<file path="src/hdl/radar_presence_frame_parser_unit_assert.svh">
// Assertion macros for the radar presence frame parser.
// Included by the modules that carry concurrent checks; no other dependencies.
`ifndef RADAR_PRESENCE_FRAME_PARSER_UNIT_ASSERT_SVH
`define RADAR_PRESENCE_FRAME_PARSER_UNIT_ASSERT_SVH

// Check a property on every clock edge outside reset.
`define RPFP_ASSERT(name, clk, rst_n, prop) \
	name: assert property (@(posedge clk) disable iff (!rst_n) (prop)) \
		else $error("rpfp check failed");

// Check that a condition implies a consequence in the next cycle.
`define RPFP_ASSERT_NEXT(name, clk, rst_n, ante, cons) \
	name: assert property (@(posedge clk) disable iff (!rst_n) (ante) |=> (cons)) \
		else $error("rpfp sequence check failed");

`endif

</file>
<file path="src/hdl/rpfp_pkg.sv">
// Shared types, constants and byte tables for the radar presence frame parser.
// No dependencies.
`default_nettype none

package rpfp_pkg;

	localparam int MAX_PAYLOAD  = 64;
	localparam int KEEP_BYTES   = 11;
	localparam int MIN_REPORT   = 13;
	localparam int QUEUE_DEPTH  = 2;
	localparam int QPTR_W       = $clog2(QUEUE_DEPTH);
	localparam int QCNT_W       = $clog2(QUEUE_DEPTH + 1);
	localparam int CAP_IDX_W    = $clog2(KEEP_BYTES);

	localparam logic [7:0] REPORT_TYPE = 8'h02;
	localparam logic [7:0] REPORT_HEAD = 8'hAA;

	typedef enum logic [2:0] {
		PH_HUNT   = 3'd0,
		PH_LEN_LO = 3'd1,
		PH_LEN_HI = 3'd2,
		PH_BODY   = 3'd3,
		PH_TAIL   = 3'd4
	} phase_t;

	typedef enum logic [1:0] {
		ST_OK         = 2'd0,
		ST_BAD_LEN    = 2'd1,
		ST_BAD_FOOTER = 2'd2,
		ST_NOT_REPORT = 2'd3
	} status_t;

	// One finished frame as handed from the parser to the result stage.
	typedef struct packed {
		status_t     status;
		logic [7:0]  kind_byte;
		logic [15:0] moving_distance;
		logic [7:0]  motion_energy;
		logic [15:0] still_distance;
		logic [7:0]  still_energy;
		logic [15:0] detect_distance;
	} frame_rec_t;

	// Header sequence F4 F3 F2 F1.
	function automatic logic [7:0] head_byte(input logic [1:0] idx);
		logic [7:0] v;
		unique case (idx)
			2'd0: v = 8'hF4;
			2'd1: v = 8'hF3;
			2'd2: v = 8'hF2;
			2'd3: v = 8'hF1;
			default: v = 8'hF4;
		endcase
		return v;
	endfunction

	// Footer sequence F8 F7 F6 F5.
	function automatic logic [7:0] tail_byte(input logic [1:0] idx);
		logic [7:0] v;
		unique case (idx)
			2'd0: v = 8'hF8;
			2'd1: v = 8'hF7;
			2'd2: v = 8'hF6;
			2'd3: v = 8'hF5;
			default: v = 8'hF8;
		endcase
		return v;
	endfunction

endpackage

`default_nettype wire

</file>
<file path="src/hdl/rpfp_front.sv">
// Byte-level frame parser: header hunt, length check, payload capture, footer check.
// Depends on rpfp_pkg; pushes one record per finished frame into rpfp_queue.
`default_nettype none

module rpfp_front (
	input  wire logic              clk,
	input  wire logic              arst_n,
	input  wire logic              byte_take,
	input  wire logic [7:0]        rx_byte,
	output logic                   push,
	output rpfp_pkg::frame_rec_t   push_rec
);
	import rpfp_pkg::*;

	phase_t      phase_q, phase_d;
	logic [1:0]  match_q, match_d;
	logic [7:0]  len_lo_q;
	logic [6:0]  frame_len_q, frame_len_d;
	logic [6:0]  count_q, count_d;
	logic        footer_good_q, footer_good_d;
	logic [7:0]  cap_q [KEEP_BYTES];
	logic        cap_we;
	logic        emit;
	status_t     status;
	logic [6:0]  count_inc;
	logic        tail_ok;

	assign count_inc = count_q + 7'd1;
	assign tail_ok   = footer_good_q && (rx_byte == tail_byte(count_q[1:0]));

	// Next state and result classification for the current byte
	always_comb begin
		phase_d       = phase_q;
		match_d       = match_q;
		frame_len_d   = frame_len_q;
		count_d       = count_q;
		footer_good_d = footer_good_q;
		cap_we        = 1'b0;
		emit          = 1'b0;
		status        = ST_OK;
		unique case (phase_q)
			PH_LEN_LO: begin
				phase_d = PH_LEN_HI;
			end
			PH_LEN_HI: begin
				if ((rx_byte != 8'd0) || (len_lo_q == 8'd0) ||
				    (len_lo_q > 8'(MAX_PAYLOAD))) begin
					phase_d = PH_HUNT;
					match_d = 2'd0;
					emit    = 1'b1;
					status  = ST_BAD_LEN;
				end else begin
					frame_len_d = len_lo_q[6:0];
					count_d     = 7'd0;
					phase_d     = PH_BODY;
				end
			end
			PH_BODY: begin
				cap_we  = (count_q < 7'(KEEP_BYTES));
				count_d = count_inc;
				if (count_inc >= frame_len_q) begin
					count_d       = 7'd0;
					footer_good_d = 1'b1;
					phase_d       = PH_TAIL;
				end
			end
			PH_TAIL: begin
				footer_good_d = tail_ok;
				count_d       = count_inc;
				if (count_inc >= 7'd4) begin
					phase_d = PH_HUNT;
					match_d = 2'd0;
					count_d = 7'd0;
					emit    = 1'b1;
					if (!tail_ok)
						status = ST_BAD_FOOTER;
					else if ((frame_len_q < 7'(MIN_REPORT)) || (cap_q[0] != REPORT_TYPE) ||
					         (cap_q[1] != REPORT_HEAD))
						status = ST_NOT_REPORT;
					else
						status = ST_OK;
				end
			end
			default: begin
				// Header hunt; unused phase codes land here as well
				phase_d = PH_HUNT;
				if (rx_byte == head_byte(match_q)) begin
					if (match_q == 2'd3) begin
						match_d = 2'd0;
						phase_d = PH_LEN_LO;
					end else begin
						match_d = match_q + 2'd1;
					end
				end else begin
					match_d = (rx_byte == head_byte(2'd0)) ? 2'd1 : 2'd0;
				end
			end
		endcase
	end

	// Advance parser state on each accepted byte
	always_ff @(posedge clk or negedge arst_n) begin
		if (!arst_n) begin
			phase_q       <= PH_HUNT;
			match_q       <= 2'd0;
			frame_len_q   <= 7'd0;
			count_q       <= 7'd0;
			footer_good_q <= 1'b1;
		end else if (byte_take) begin
			phase_q       <= phase_d;
			match_q       <= match_d;
			frame_len_q   <= frame_len_d;
			count_q       <= count_d;
			footer_good_q <= footer_good_d;
		end
	end

	// Hold the low length byte and the leading payload bytes
	always_ff @(posedge clk) begin
		if (byte_take && (phase_q == PH_LEN_LO))
			len_lo_q <= rx_byte;
		if (byte_take && cap_we)
			cap_q[count_q[CAP_IDX_W-1:0]] <= rx_byte;
	end

	// Build the frame record from the captured payload
	assign push                     = byte_take && emit;
	assign push_rec.status          = status;
	assign push_rec.kind_byte       = cap_q[2];
	assign push_rec.moving_distance = {cap_q[4], cap_q[3]};
	assign push_rec.motion_energy   = cap_q[5];
	assign push_rec.still_distance  = {cap_q[7], cap_q[6]};
	assign push_rec.still_energy    = cap_q[8];
	assign push_rec.detect_distance = {cap_q[10], cap_q[9]};

endmodule

`default_nettype wire

</file>
<file path="src/hdl/rpfp_queue.sv">
// Short record queue between the frame parser and the result stage.
// Depends on rpfp_pkg and the assertion macro header.
`default_nettype none

`include "radar_presence_frame_parser_unit_assert.svh"

module rpfp_queue (
	input  wire logic              clk,
	input  wire logic              arst_n,
	input  wire logic              push,
	input  wire rpfp_pkg::frame_rec_t push_rec,
	output logic                   full,
	input  wire logic              pop,
	output logic                   nonempty,
	output rpfp_pkg::frame_rec_t   head_rec
);
	import rpfp_pkg::*;

	frame_rec_t          entry_q [QUEUE_DEPTH];
	logic [QPTR_W-1:0]   wr_ptr_q;
	logic [QPTR_W-1:0]   rd_ptr_q;
	logic [QCNT_W-1:0]   count_q;

	assign full     = (count_q == QCNT_W'(QUEUE_DEPTH));
	assign nonempty = (count_q != '0);
	assign head_rec = entry_q[rd_ptr_q];

	// Entry store, written at the write pointer
	always_ff @(posedge clk) begin
		if (push)
			entry_q[wr_ptr_q] <= push_rec;
	end

	// Track pointers and fill level
	always_ff @(posedge clk or negedge arst_n) begin
		if (!arst_n) begin
			wr_ptr_q <= '0;
			rd_ptr_q <= '0;
			count_q  <= '0;
		end else begin
			if (push)
				wr_ptr_q <= wr_ptr_q + QPTR_W'(1);
			if (pop)
				rd_ptr_q <= rd_ptr_q + QPTR_W'(1);
			if (push && !pop)
				count_q <= count_q + QCNT_W'(1);
			else if (pop && !push)
				count_q <= count_q - QCNT_W'(1);
		end
	end

	`RPFP_ASSERT(a_no_overflow, clk, arst_n, !(push && full))
	`RPFP_ASSERT(a_no_underflow, clk, arst_n, !(pop && !nonempty))
	`RPFP_ASSERT(a_level_bound, clk, arst_n, count_q <= QCNT_W'(QUEUE_DEPTH))
	`RPFP_ASSERT_NEXT(a_level_grows, clk, arst_n, push && !pop, count_q == $past(count_q) + QCNT_W'(1))

endmodule

`default_nettype wire

</file>
<file path="src/hdl/rpfp_back.sv">
// Result stage: decodes the target report and holds it in the output register.
// Depends on rpfp_pkg; drains records from rpfp_queue.
`default_nettype none

module rpfp_back (
	input  wire logic              clk,
	input  wire logic              arst_n,
	input  wire logic              nonempty,
	input  wire rpfp_pkg::frame_rec_t head_rec,
	output logic                   pop,
	output logic                   out_valid,
	input  wire logic              out_stall,
	output logic [1:0]             frame_status,
	output logic [1:0]             target_kind,
	output logic                   presence,
	output logic                   moving_seen,
	output logic                   stationary_seen,
	output logic [15:0]            moving_distance,
	output logic [7:0]             motion_energy,
	output logic [15:0]            still_distance,
	output logic [7:0]             still_energy,
	output logic [15:0]            detect_distance
);
	import rpfp_pkg::*;

	logic        valid_q;
	logic        good;
	logic [1:0]  kind;

	assign good = (head_rec.status == ST_OK);
	// Target state above 3 decodes as none
	assign kind = (head_rec.kind_byte > 8'd3) ? 2'd0 : head_rec.kind_byte[1:0];
	assign pop  = nonempty && (!valid_q || !out_stall);

	// Output valid flag
	always_ff @(posedge clk or negedge arst_n) begin
		if (!arst_n)
			valid_q <= 1'b0;
		else if (!valid_q || !out_stall)
			valid_q <= nonempty;
	end

	// Load decoded fields; non-ok results carry zeros
	always_ff @(posedge clk) begin
		if (pop) begin
			frame_status    <= head_rec.status;
			target_kind     <= good ? kind : 2'd0;
			presence        <= good && (kind != 2'd0);
			moving_seen     <= good && kind[0];
			stationary_seen <= good && kind[1];
			moving_distance <= good ? head_rec.moving_distance : 16'd0;
			motion_energy   <= good ? head_rec.motion_energy : 8'd0;
			still_distance  <= good ? head_rec.still_distance : 16'd0;
			still_energy    <= good ? head_rec.still_energy : 8'd0;
			detect_distance <= good ? head_rec.detect_distance : 16'd0;
		end
	end

	assign out_valid = valid_q;

endmodule

`default_nettype wire

</file>
<file path="src/hdl/radar_presence_frame_parser_unit.sv">
// Radar presence frame parser, top level: one received byte per cycle in, one
// result per frame out. A byte is taken every cycle while in_stall is low; the
// parser front end classifies it at once, a finished frame goes into a two-entry
// queue, and the result stage registers the decoded report, so a result passes
// through the queue entry and the output register to out_valid after the last
// footer byte (or second length byte). in_stall rises only when the queue is
// full, which needs two results waiting behind a stalled output.
// Depends on rpfp_pkg, rpfp_front, rpfp_queue and rpfp_back.
`default_nettype none

module radar_presence_frame_parser_unit (
	input  wire logic         clk,
	input  wire logic         arst_n,
	input  wire logic         in_valid,
	output logic              in_stall,
	input  wire logic [7:0]   rx_byte,
	output logic              out_valid,
	input  wire logic         out_stall,
	output logic [1:0]        frame_status,
	output logic [1:0]        target_kind,
	output logic              presence,
	output logic              moving_seen,
	output logic              stationary_seen,
	output logic [15:0]       moving_distance,
	output logic [7:0]        motion_energy,
	output logic [15:0]       still_distance,
	output logic [7:0]        still_energy,
	output logic [15:0]       detect_distance
);
	import rpfp_pkg::*;

	logic        q_full;
	logic        q_nonempty;
	logic        push;
	logic        pop;
	logic        byte_take;
	frame_rec_t  push_rec;
	frame_rec_t  head_rec;

	// Take a byte whenever the queue has room for a result
	assign in_stall  = q_full;
	assign byte_take = in_valid && !q_full;

	rpfp_front u_front (
		.clk      (clk),
		.arst_n   (arst_n),
		.byte_take(byte_take),
		.rx_byte  (rx_byte),
		.push     (push),
		.push_rec (push_rec)
	);

	rpfp_queue u_queue (
		.clk     (clk),
		.arst_n  (arst_n),
		.push    (push),
		.push_rec(push_rec),
		.full    (q_full),
		.pop     (pop),
		.nonempty(q_nonempty),
		.head_rec(head_rec)
	);

	rpfp_back u_back (
		.clk            (clk),
		.arst_n         (arst_n),
		.nonempty       (q_nonempty),
		.head_rec       (head_rec),
		.pop            (pop),
		.out_valid      (out_valid),
		.out_stall      (out_stall),
		.frame_status   (frame_status),
		.target_kind    (target_kind),
		.presence       (presence),
		.moving_seen    (moving_seen),
		.stationary_seen(stationary_seen),
		.moving_distance(moving_distance),
		.motion_energy  (motion_energy),
		.still_distance (still_distance),
		.still_energy   (still_energy),
		.detect_distance(detect_distance)
	);

endmodule

`default_nettype wire
</file>
<file path="config.mk">
export PLATFORM = sky130hd
export DESIGN_NAME = radar_presence_frame_parser_unit
export DESIGN_NICKNAME = d
export VERILOG_FILES = /design/src/hdl/rpfp_pkg.sv /design/src/hdl/rpfp_front.sv /design/src/hdl/rpfp_queue.sv /design/src/hdl/rpfp_back.sv /design/src/hdl/radar_presence_frame_parser_unit.sv
export VERILOG_INCLUDE_DIRS = /design/src /design/src/hdl
export SDC_FILE = /design/constraint.sdc
export NUM_CORES = 1
export LEC_CHECK = 0
export BUFFER_PORTS_ARGS = -buffer_cell sky130_fd_sc_hd__buf_4
export CORE_ASPECT_RATIO = 0.8
export CORE_MARGIN = 5
export CORE_UTILIZATION = 50
export CTS_CLUSTER_DIAMETER = 50
export DETAILED_ROUTE_END_ITERATION = 10
export GPL_TIMING_DRIVEN = 0
export PLACE_DENSITY_LB_ADDON = 0.15
export SYNTH_ARGS = -nofsm -noshare
export SYNTH_HDL_FRONTEND = slang
export SYNTH_HIERARCHICAL = 1
export SYNTH_SLANG_ARGS = --single-unit
</file>
<file path="constraint.sdc">
create_clock -name clk -period 15.8 [get_ports clk]
set_clock_uncertainty 0.05 [all_clocks]
set_input_delay 2.37 -clock clk [delete_from_list [all_inputs] [get_ports clk]]
set_output_delay 2.37 -clock clk [all_outputs]
set_load 0.02 [all_outputs]
</file>
---- Word level (Yosys, flattened, before mapping) ----
Memories as Yosys holds them, arrays and structs flattened.
Cells that the tools add are included.
Widths: inputs -> output; s select.
storage, ports and cells
  bits of input ports ..................... 12
  word-level logic and storage cells ...... 131
  output and inout bits ................... 73
  memories kept ........................... 2
  RAM bits ................................ 236
  bits in registers ....................... 104
memories
  name             words  width  rd ports  clocked after memory_dff  write ports  line              text
  u_queue.entry_q  2      74     1         0                         1            rpfp_queue.sv:19  frame_rec_t entry_q [QUEUE_DEPTH];
  u_front.cap_q    11     8      11        0                         1            rpfp_front.sv:21  logic [7:0] cap_q [KEEP_BYTES];
cells by class
  mux-type cells .......................... 37
  $lt $le $gt $ge ......................... 6
  equality and inequality tests ........... 20
  $add $sub $neg .......................... 6
  bitwise logic cells ..................... 2
  reduce and logical (&&, ||, !) cells .... 38
operators by type and width
  kind                 number
  $pmux 8 s4           2
  $mux 2               11
  $mux 7               3
  $pmux 7 s3           1
  $eq 8x8->1           2
  $lt 7x4->1 const B   2
  $pmux 3 s4           1
  $reduce_and 3->1     4
  $logic_and 1x1->1    11
  $mux 1               11
  $eq 2x2->1 const B   5
  $mux 3               3
  $eq 8x8->1 const B   1
  $gt 8x2->1 const B   1
  $gt 8x7->1 const B   1
  $logic_not 8->1      1
  $mux 8               1
  $ne 8x2->1 const B   1
  $ne 8x8->1 const B   1
  $reduce_bool 2->1    4
  $reduce_bool 8->1    1
  $add 7x1->7 const B  1
  $ge 7x3->1 const B   1
  $ge 7x7->1           1
  20 further kinds     38

---- Logic depth before layout (Yosys ltp) ----
Gate-level depths: netlist of the first run.
  depth in word-level cells ............... 10
  depth in mapped cells ................... 12
  mapped depth without buffers ............ 11

---- By module ----
Netlist of the first run, hierarchy kept.
by module, submodules not included
  module                            seq. area each (um^2)  area each (um^2)  cells an instance  instances
  rpfp_queue                        4,544.4                5,731.7           246                1
  rpfp_front                        3,384.5                4,679.5           299                1
  rpfp_back                         2,157.1                2,661.3           154                1
  radar_presence_frame_parser_unit  0.0                    13.8              1                  1

---- Least setup slack after synthesis of the first run ----
Ideal clock, no wire load.
  kind .................................... input to register
  start ................................... input out_stall
  end ..................................... register u_queue.count_q[1]
  required time ........................... 15.671 ns
  arrival ................................. 8.650 ns
  path slack .............................. 7.021 ns
  stages on the path ...................... 6
  setup time .............................. 0.079 ns
  path buffers ............................ 0
  cells stage by stage .................... a21boi_0 > inv_1 > ha_1 > xor2_1 > nor2_1 > xor2_1
on the way
  word-level cells in the longest chain between the ends .. 6
  elaborated cells on any way between the ends .. 8
  those cells by class .................... 1 x mux; 7 x reduce/logical
ends and longest elaborated chain
  element                                      line                                    text
  start: declaration                           radar_presence_frame_parser_unit.sv:18  input wire logic out_stall,
  $logic_not 1->1 *                            rpfp_back.sv:33                         assign pop = nonempty && (!valid_q || !out_stall);
  $logic_or 1x1->1 *                           rpfp_back.sv:33
  $logic_and 1x1->1 *                          rpfp_back.sv:33
  $logic_not 1->1                              rpfp_queue.sv:45                        if (push && !pop)
  $logic_and 1x1->1                            rpfp_queue.sv:45
  $mux 2 or $reduce_bool 2->1 (tied branches)  --
  end signal: assignment                       rpfp_queue.sv:46                        count_q <= count_q + QCNT_W'(1);
  end signal: assignment                       rpfp_queue.sv:48                        count_q <= count_q - QCNT_W'(1);
  end: declaration                             rpfp_queue.sv:22                        logic [QCNT_W-1:0] count_q;
Mark *: on every way between the ends. The rest lies on a longest branch, timed or not.
A chain may end at the register's enable or synchronous reset.

---- Final worst setup path of the first run ----
  start ................................... input rx_byte[0]
  end ..................................... memory u_queue/entry_q[0][42] (netlist name) (enable)
on the way
  word-level cells in the longest chain between the ends .. 8
ends and longest elaborated chain
  element                        line                                    text
  start: declaration             radar_presence_frame_parser_unit.sv:16  input wire logic [7:0] rx_byte,
  $reduce_bool 8->1              rpfp_front.sv:46                        if ((rx_byte != 8'd0) || (len_lo_q == 8'd0) ||
  $logic_or 1x1->1 (2 in a row)  rpfp_front.sv:46
  $mux 1                         rpfp_front.sv:46
  $pmux 1 s2                     rpfp_front.sv:41                        unique case (phase_q)
  $logic_and 1x1->1              rpfp_front.sv:127                       assign push = byte_take && emit;
  named net push                 radar_presence_frame_parser_unit.sv:34  logic push;
  $mux 1                         rpfp_queue.sv:30                        if (push)
  $mux 1 (implied by the code)   rpfp_queue.sv:31                        entry_q[wr_ptr_q] <= push_rec;
  end: declaration               rpfp_queue.sv:19
The timed path passes the listed nets, and every way through them passes these cells.

==> results of run 1 <==
==> kinds of logic after synthesis <==
group / Yosys count / synth area share
flops: 340 / 0.771
simple gates: 163 / 0.0758
mux: 84 / 0.0868
compound gates: 47 / 0.0282
buf+inv: 40 / 0.0173
xor+xnor: 13 / 0.00870
fa+ha+maj: 13 / 0.0124
==> routing by layer <==
metal | GRT usage | wire, µm
met4 | 0.0475 | 399
met5 | 0 | 0
met1 | 0.209 | 10100
met2 | 0.268 | 11300
met3 | 0.0296 | 1030
==> worst max-delay path, stage by stage <==
cell and delay [ps]:
buf_4 290, nor3_1 160, nand3_1 120, a21oi_2 70
nand2b_1 180, a21boi_0 490, nor2b_4 820, buf_12 280
buf_16 200
==> stage by stage <==
step / power (mW) / hold WS (ps) / cell area (µm²)
final: 2.46 / 392 / 15500
after detailed placement: 1.69 / 380 / 14300
after CTS: 2.50 / 391 / 15500
after global placement: 1.69 / 372 / 14200
after floorplan: 1.50 / 371 / 13100
after global routing: 2.57 / 389 / 15500
==> area by class of cell <==
class / instances / area, µm²
clock inverters: 15 / 169
clock buffers: 49 / 992
multi-input cells: 320 / 2810
flip-flops and latches: 340 / 10100
inverters: 18 / 67.6
plain buffers: 22 / 159
repair buffers: 91 / 761
fillers: 1930 / 10600
well taps: 357 / 447
==> flip-flops by register name (all words and copies together), names as in the netlist, 3 cells and up <==
signal	flops
u_front/frame_len_q	7
u_back/still_energy	8
u_queue/entry_q	148
u_front/len_lo_q	8
u_front/cap_q	88
u_front/phase_q	3
u_back/moving_distance	16
u_back/detect_distance	16
u_back/still_distance	16
u_back/motion_energy	8
u_front/count_q	7
==> power breakdown <==
group,switching [mW],internal (mW)
clock network,0.316,0.492
logic,0.290,0.249
registers,0.0312,1.09
total,0.637,1.83
==> worst max-delay path by stage <==
| stage | end | cells past startpoint |
|---|---|---|
| 5_1_grt | u_queue/entry_q[0][41] | 9 |
| 3_3_place_gp | u_queue/count_q[1] | 6 |
| 6_report | u_queue/entry_q[0][42] | 9 |
| 4_1_cts | u_queue/entry_q[0][42] | 9 |
| 3_5_place_dp | u_queue/entry_q[0][41] | 9 |
| 2_1_floorplan | u_queue/count_q[1] | 6 |
==> placed cells by master, fill, tap and decap left out, drive strengths merged, types with 4 or more instances in the layout <==
cell,instances
xor2,7
ha,13
nor2,14
a21oi,6
nand4,5
nor4,5
clkbuf,57
buf,105
a21boi,4
nand2,22
nor2b,5
clkinv,9
o21ai,7
xnor2,6
mux2,83
and2,76
nand3,9
inv,18
edfxtp,315
dfrtp,24
o31ai,4
nor3,12
==> results_dict.tcl, run 1 <==
set metrics [dict create \
    cts-hold-fix-buffers 0 \
    cts_tree "done" \
    synth_top_area_share 0.723 \
    synth-edff-count 315 \
    hold_viol_final 0 \
    critPathArrivalTime_ps 5020 \
    p_leak_nw 5.56 \
    drive_gt1_frac 0.309 \
    period_share 0.308 \
    critPathLaunchType "primary input" \
    grt_max_degree 48 \
    num-nets-final 855 \
    syn_avg_cell_area_um2 18.7 \
    ys_seq_area_frac 0.771 \
    crit_start "rx_byte[0]" \
    layout_setup_ws_ps 10940 \
    synth_common_cells "edfxtp_1, and2_1, mux2_4, mux2_2, dfrtp_1" \
    finalCriticalPeriod_ps 4860 \
    die_w_um 191 \
    ir_drop_mv 0.0707 \
    cts_setup_buffers 0 \
    path_max_fanout 28 \
    syn_nets 725 \
    reg2reg_from "u_front/count_q[0]" \
    worst_slew_pin_slew_ps 1030 \
    yosysMostFrequentCell "edfxtp_1" \
    rsz0062_at_grt "false" \
    first_global_vias 6514 \
    reg2reg_to "u_queue/entry_q[0][42]" \
    routed_wl_mm 22.9 \
    synth-seq-cells 340 \
    async_flop_share 0.0735 \
    cts_htree_levels 2 \
    pin_count 85 \
    vias_per_cell 5.07 \
    dieHeight_um 155 \
    powerDensity_nw_per_um2 159 \
    ys.flop_type "edfxtp_1" \
    ys.warnings.count 6 \
    maxCapViolations 0 \
    max_clock_freq_mhz 206 \
    holdPathEnd "u_queue/entry_q[0][52]" \
    synthTopCellsByArea "edfxtp_1, mux2_4, dfrtp_1" \
    final_util 0.595 \
    clock-root-buffer "clkbuf_16" \
    clk_pin_slew_ps 60 \
    worst-r2r-setup-slack_ps 12160 \
    drv_slew 0 \
    pre_cts_ws_ps 10370 \
    reg2reg_depth 11 \
    synth_area_um2 13100 \
    core_area_um2 26100 \
    diodes 0 \
    cts.path.max_buffers 3 \
    critPathKind "in -> reg" \
    grt_overflow 0 \
    antenna_found_initial 0 \
    vias 6142 \
    drt_iter0_drc 351 \
    setup_violations 0 \
    gp_congestion 0.842 \
    syn_inst 700 \
    avgRoutedWirePerCell_um 18.9 \
    ant_nets 0 \
    grt_pass1_wl_mm 35.9 \
    setup_tns_ps 0 \
    row_count 53 \
    status "complete, no violations" \
    instances_no_fill 1212 \
    cts_num_sinks 340 \
    drtPass1Iterations 4 \
    ys_types 65 \
    holdPathStages 0 \
    relSlewSlack 0.312 \
    cp.required_ps 15960 \
    globalRouteTotalUtil 0.158 \
    synth.largest_area_cell "edfxtp_1" \
    post-place-cells 1148 \
    drc 0 \
    cts_resized 0 \
    worstSkewPairLatency_ps 510 \
    fp.dieArea_um2 29500 \
    hpwl_mm 14.4 \
    worstHoldPathType "reg -> reg" \
    start_util 0.502 \
    hold_path_startpoint "u_front/cap_q[3][4]" \
    cp-end-kind "flip-flop" \
    portBuffers 84 \
    syn_to_final_growth_pct 18.4 \
    cts_buffers 37 \
]
Note: power is estimated with default switching activity, not from simulation.
==> run 2, diff against run 1 <==
Clock period 15.8 ns to 4.5 ns, I/O delays scaled along.
==> results_dict.tcl, run 2 (synthesis gave the netlist of run 1 again) <==
set metrics [dict create \
    status "complete, no violations" \
    clk_pin_slew_ps 60 \
    clock-root-buffer "clkbuf_16" \
    gp_congestion 0.821 \
    ant_nets 0 \
    holdWs_ps 18.4 \
    num-nets-final 855 \
    drc 0 \
    max_clock_freq_mhz 270 \
    hold_viol_final 0 \
    p_leak_nw 5.57 \
    ir_drop_mv 0.342 \
    crit_cells 11 \
    drt_iter0_drc 397 \
    fillers 1894 \
    path_delay_family "simple AND/OR/NAND/NOR gates" \
    final_cell_mix "edfxtp_1, buf_4, and2_1" \
    core_area_um2 26100 \
    crit_path_cell_trace "ha_1 > buf_6 > and2_1 > a21oi_1 > o32ai_1 > nand2_1 > nand2_1 > a21boi_0 > nor2b_4 > buf_16 > buf_12" \
    start_util 0.502 \
    drv_slew 0 \
    cts-hold-fix-buffers 0 \
    setup_tns_ps 0 \
    worst-r2r-setup-slack_ps 790 \
    power_mw 8.64 \
    drtPass1Iterations 6 \
    critPathArrivalTime_ps 3860 \
    worstSkewPairLatency_ps 510 \
    slowest_delay_ps 830 \
    critPathLaunchType "flip-flop" \
    reg2reg_from "u_front/count_q[0]" \
    cts_tree "done" \
    first_global_vias 6450 \
    largest_reg_flops 148 \
    crit_buf_inv 3 \
    dieHeight_um 155 \
    grt_pass1_wl_mm 36.0 \
    reg2reg_depth 11 \
    drive_gt1_frac 0.310 \
    final_common_cell "edfxtp_1" \
    cts_setup_buffers 0 \
    pin_count 85 \
    grt_max_degree 66 \
    cp.required_ps 4650 \
    die_w_um 191 \
    grt_overflow 0 \
    fp.dieArea_um2 29500 \
    cts_num_sinks 340 \
    row_count 53 \
    avgRoutedWirePerCell_um 18.7 \
    globalRouteTotalUtil 0.158 \
    hpwl_mm 14.3 \
    routed_wl_mm 22.8 \
    syn_to_final_growth_pct 18.4 \
    cts.path.max_buffers 3 \
    critPathKind "reg -> reg" \
    vias_per_cell 5.09 \
    reg2reg_to "u_queue/entry_q[0][21]" \
    cts_resized 0 \
    regMostFlops "u_queue/entry_q" \
    vias 6187 \
    setup_violations 0 \
    worst_slew_pin_slew_ps 1100 \
    final_util 0.595 \
    cts_htree_levels 2 \
    path_max_fanout 30 \
    cp-end-kind "flip-flop" \
    crit_path_frequent_cell "nand2_1" \
    worstHoldPathType "in -> async" \
    rsz0062_at_grt "false" \
    relSlewSlack 0.261 \
    cts_buffers 38 \
    cpMaxStageDelayCell "nor2b_4" \
    powerDensity_nw_per_um2 558 \
    antenna_found_initial 1 \
    finalCriticalPeriod_ps 3710 \
    portBuffers 84 \
    period_share 0.824 \
    maxCapViolations 0 \
]
run 2: cell count changes in the layout (fill, tap and decap cells not counted), sizes merged:
cell	change
inv	+5
clkinv	+3
bufinv	-2
clkinvlp	-2
buf	-1
diode	+1
run 2: area by class of cell:
type / count / area [µm²] / share of cell area
diodes: 1 / 2.50 / 0.000161
plain buffers: 22 / 159 / 0.0103
clock buffers: 49 / 992 / 0.0640
clock inverters: 19 / 169 / 0.0109
inverters: 18 / 67.6 / 0.00436
multi-input cells: 320 / 2810 / 0.182
flip-flops and latches: 340 / 10100 / 0.651
well taps: 357 / 447 / 0.0288
repair buffers: 90 / 761 / 0.0491
run 2: worst max-delay path by stage:
stage | startpoint | end
after floorplan | u_front/count_q[0] | u_queue/entry_q[0][0]
after global placement | rx_byte[1] | u_queue/entry_q[0][24]
after detailed placement | u_front/count_q[0] | u_queue/entry_q[0][32]
after CTS | u_front/count_q[0] | u_queue/entry_q[0][43]
after global routing | u_front/count_q[0] | u_queue/entry_q[0][43]
final | u_front/count_q[0] | u_queue/entry_q[0][21]
run 2: worst register-to-register path, cell delays in order, from the launching register on:
cell and delay [ps]:
dfrtp_1 480, ha_1 260, buf_6 140, and2_1 170, a21oi_1 130, o32ai_1 130
nand2_1 100, nand2_1 90, a21boi_0 500, nor2b_4 830, buf_16 270, buf_12 230
run 2: per-layer routing:
layer	share of wire	vias up	GRT usage	wire length, µm
met1	0.45	3047	0.220	10200
met5	0	-	0	0
met3	0.048	35	0.0305	1080
li1	-	2953	-	-
met2	0.49	152	0.259	11100
met4	0.017	0	0.0403	378
run 2: metrics by stage:
step / setup slack [ps] / cell area [µm²] / instances
finish: 791 / 15500 / 1216
floorplan: 344 / 13100 / 700
global route: 517 / 15500 / 1215
global placement: -1100 / 14200 / 1141
CTS: 728 / 15500 / 1215
detailed placement: 748 / 14300 / 1147
run 2: power by group:
group	leakage [nW]	switching (mW)	internal, mW	total (mW)
Combinational	1.77	1.02	0.881	1.90
Clock	0.564	1.17	1.64	2.82
Sequential	3.23	0.110	3.82	3.93
==> run 3, diff against run 2 <==
Clock period 4.5 ns to 3.5 ns, I/O delays scaled along.
==> results_dict.tcl, run 3 (synthesis gave the netlist of run 1 again) <==
set metrics [dict create \
    worstHoldPathType "in -> reg" \
    critPathLaunchType "flip-flop" \
    layout_setup_ws_ps 219 \
    critPathKind "reg -> reg" \
    worstSkewPairLatency_ps 510 \
    max_clock_freq_mhz 305 \
    fp.dieArea_um2 29500 \
    pre_cts_ws_ps -224 \
    drive_gt1_frac 0.309 \
    vias 6220 \
    postLayoutCellArea_um2 15500 \
    holdWs_ps 199 \
    clk_pin_slew_ps 60 \
    grt_pass1_wl_mm 36.5 \
    slowest_delay_ps 510 \
    p_leak_nw 5.56 \
    core_area_um2 26100 \
    pin_count 85 \
    cp.required_ps 3660 \
    syn_to_final_growth_pct 18.3 \
    rsz0062_at_grt "false" \
    gp_congestion 0.846 \
    hpwl_mm 14.5 \
    critPathArrivalTime_ps 3440 \
    cts_htree_levels 2 \
    start_util 0.502 \
    grt_overflow 0 \
    regMostFlops "u_queue/entry_q" \
    crit_path_cell_trace "ha_1 > buf_6 > and2_1 > a21oi_1 > o32ai_1 > nand2_1 > nand2_1 > a21boi_2 > nor2b_4 > buf_12 > buf_12" \
    avgRoutedWirePerCell_um 19.3 \
    cp-end-kind "flip-flop" \
    power_mw 11.1 \
    portBuffers 84 \
    period_share 0.937 \
    cts_buffers 36 \
    first_global_vias 6507 \
    finalCriticalPeriod_ps 3280 \
    largest_reg_flops 148 \
    grt_max_degree 52 \
    maxCapViolations 0 \
    cts.path.max_buffers 3 \
    diodes 0 \
    num-nets-final 855 \
    setup_violations 0 \
    clock-root-buffer "clkbuf_16" \
    drt_iter0_drc 395 \
    place_area_um2 14300 \
    ir_drop_mv 0.326 \
    hold_viol_final 0 \
    vias_per_cell 5.12 \
    final_cell_mix "edfxtp_1, buf_4, and2_1" \
    routed_wl_mm 23.4 \
    ant_nets 0 \
    antenna_found_initial 0 \
    relSlewSlack 0.200 \
    drc 0 \
    cpMaxStageDelayCell "nor2b_4" \
    drtPass1Iterations 5 \
    cts_tree "done" \
    status "complete, no violations" \
    globalRouteTotalUtil 0.162 \
    die_w_um 191 \
    worst_slew_pin_slew_ps 1200 \
    powerDensity_nw_per_um2 716 \
    drv_slew 0 \
    row_count 53 \
    path_max_fanout 29 \
    dieHeight_um 155 \
    cts_num_sinks 340 \
    final_common_cell "edfxtp_1" \
]
-- run 3: final cells by class --
class	count	area (µm²)
Fill cell	1937	10600
Sequential cell	340	10100
Multi-Input combinational cell	321	2830
Clock buffer	47	995
Timing Repair Buffer	91	763
Tap cell	357	447
Buffer	22	159
Clock inverter	18	139
Inverter	18	67.6
-- run 3: worst paths after layout --
path,from,endpoint,slack (ps),cells after the start
min reg2reg,u_front/cap_q[2][1],u_queue/entry_q[0][65],390,0
min,out_stall,u_back/out_valid,200,2
max in group asynchronous,arst_n,u_front/footer_good_q,2690,2
max reg2reg,u_front/count_q[0],u_queue/entry_q[0][34],220,11
min in group asynchronous,arst_n,u_back/out_valid,410,2
max,u_front/count_q[0],u_queue/entry_q[0][34],220,11
-- run 3: timing repair --
item,4_1_cts,5_1_grt
cloned,1,0
gates resized for setup,1,1
hold buffers,1,0
endpoints found under the hold margin,24,0
setup endpoints to repair,33,80
setup buffers,0,0
-- run 3: critical path: cells and delay by family (launching register included) --
| kind | cells | cell delay (ps) |
|---|---|---|
| DFF | 1 | 480 |
| adders and majority gates | 1 | 270 |
| buffers and inverters | 3 | 610 |
| AOI/OAI and AO/OA | 3 | 640 |
| and+or+nand+nor | 4 | 900 |
-- run 3: metrics by stage --
step	TNS, ps	cells	utilization
after floorplan	-33.7	700	-
after global placement	-137560	1141	0.544
after detailed placement	-6440	1147	0.550
after CTS	0	1214	0.594
after global routing	0	1214	0.594
final	0	1214	0.594
-- run 3: power by group --
group | total (mW) | leakage [nW] | switching (mW) | internal (mW)
sequential | 5.05 | 3.23 | 0.148 | 4.90
clock | 3.59 | 0.556 | 1.49 | 2.10
combinational | 2.45 | 1.77 | 1.32 | 1.13
-- run 3: per-layer routing --
layer | wire length, µm | GRT usage
met4 | 573 | 0.0550
met1 | 10500 | 0.225
met2 | 11200 | 0.259
met3 | 1230 | 0.0320
met5 | 0 | 0
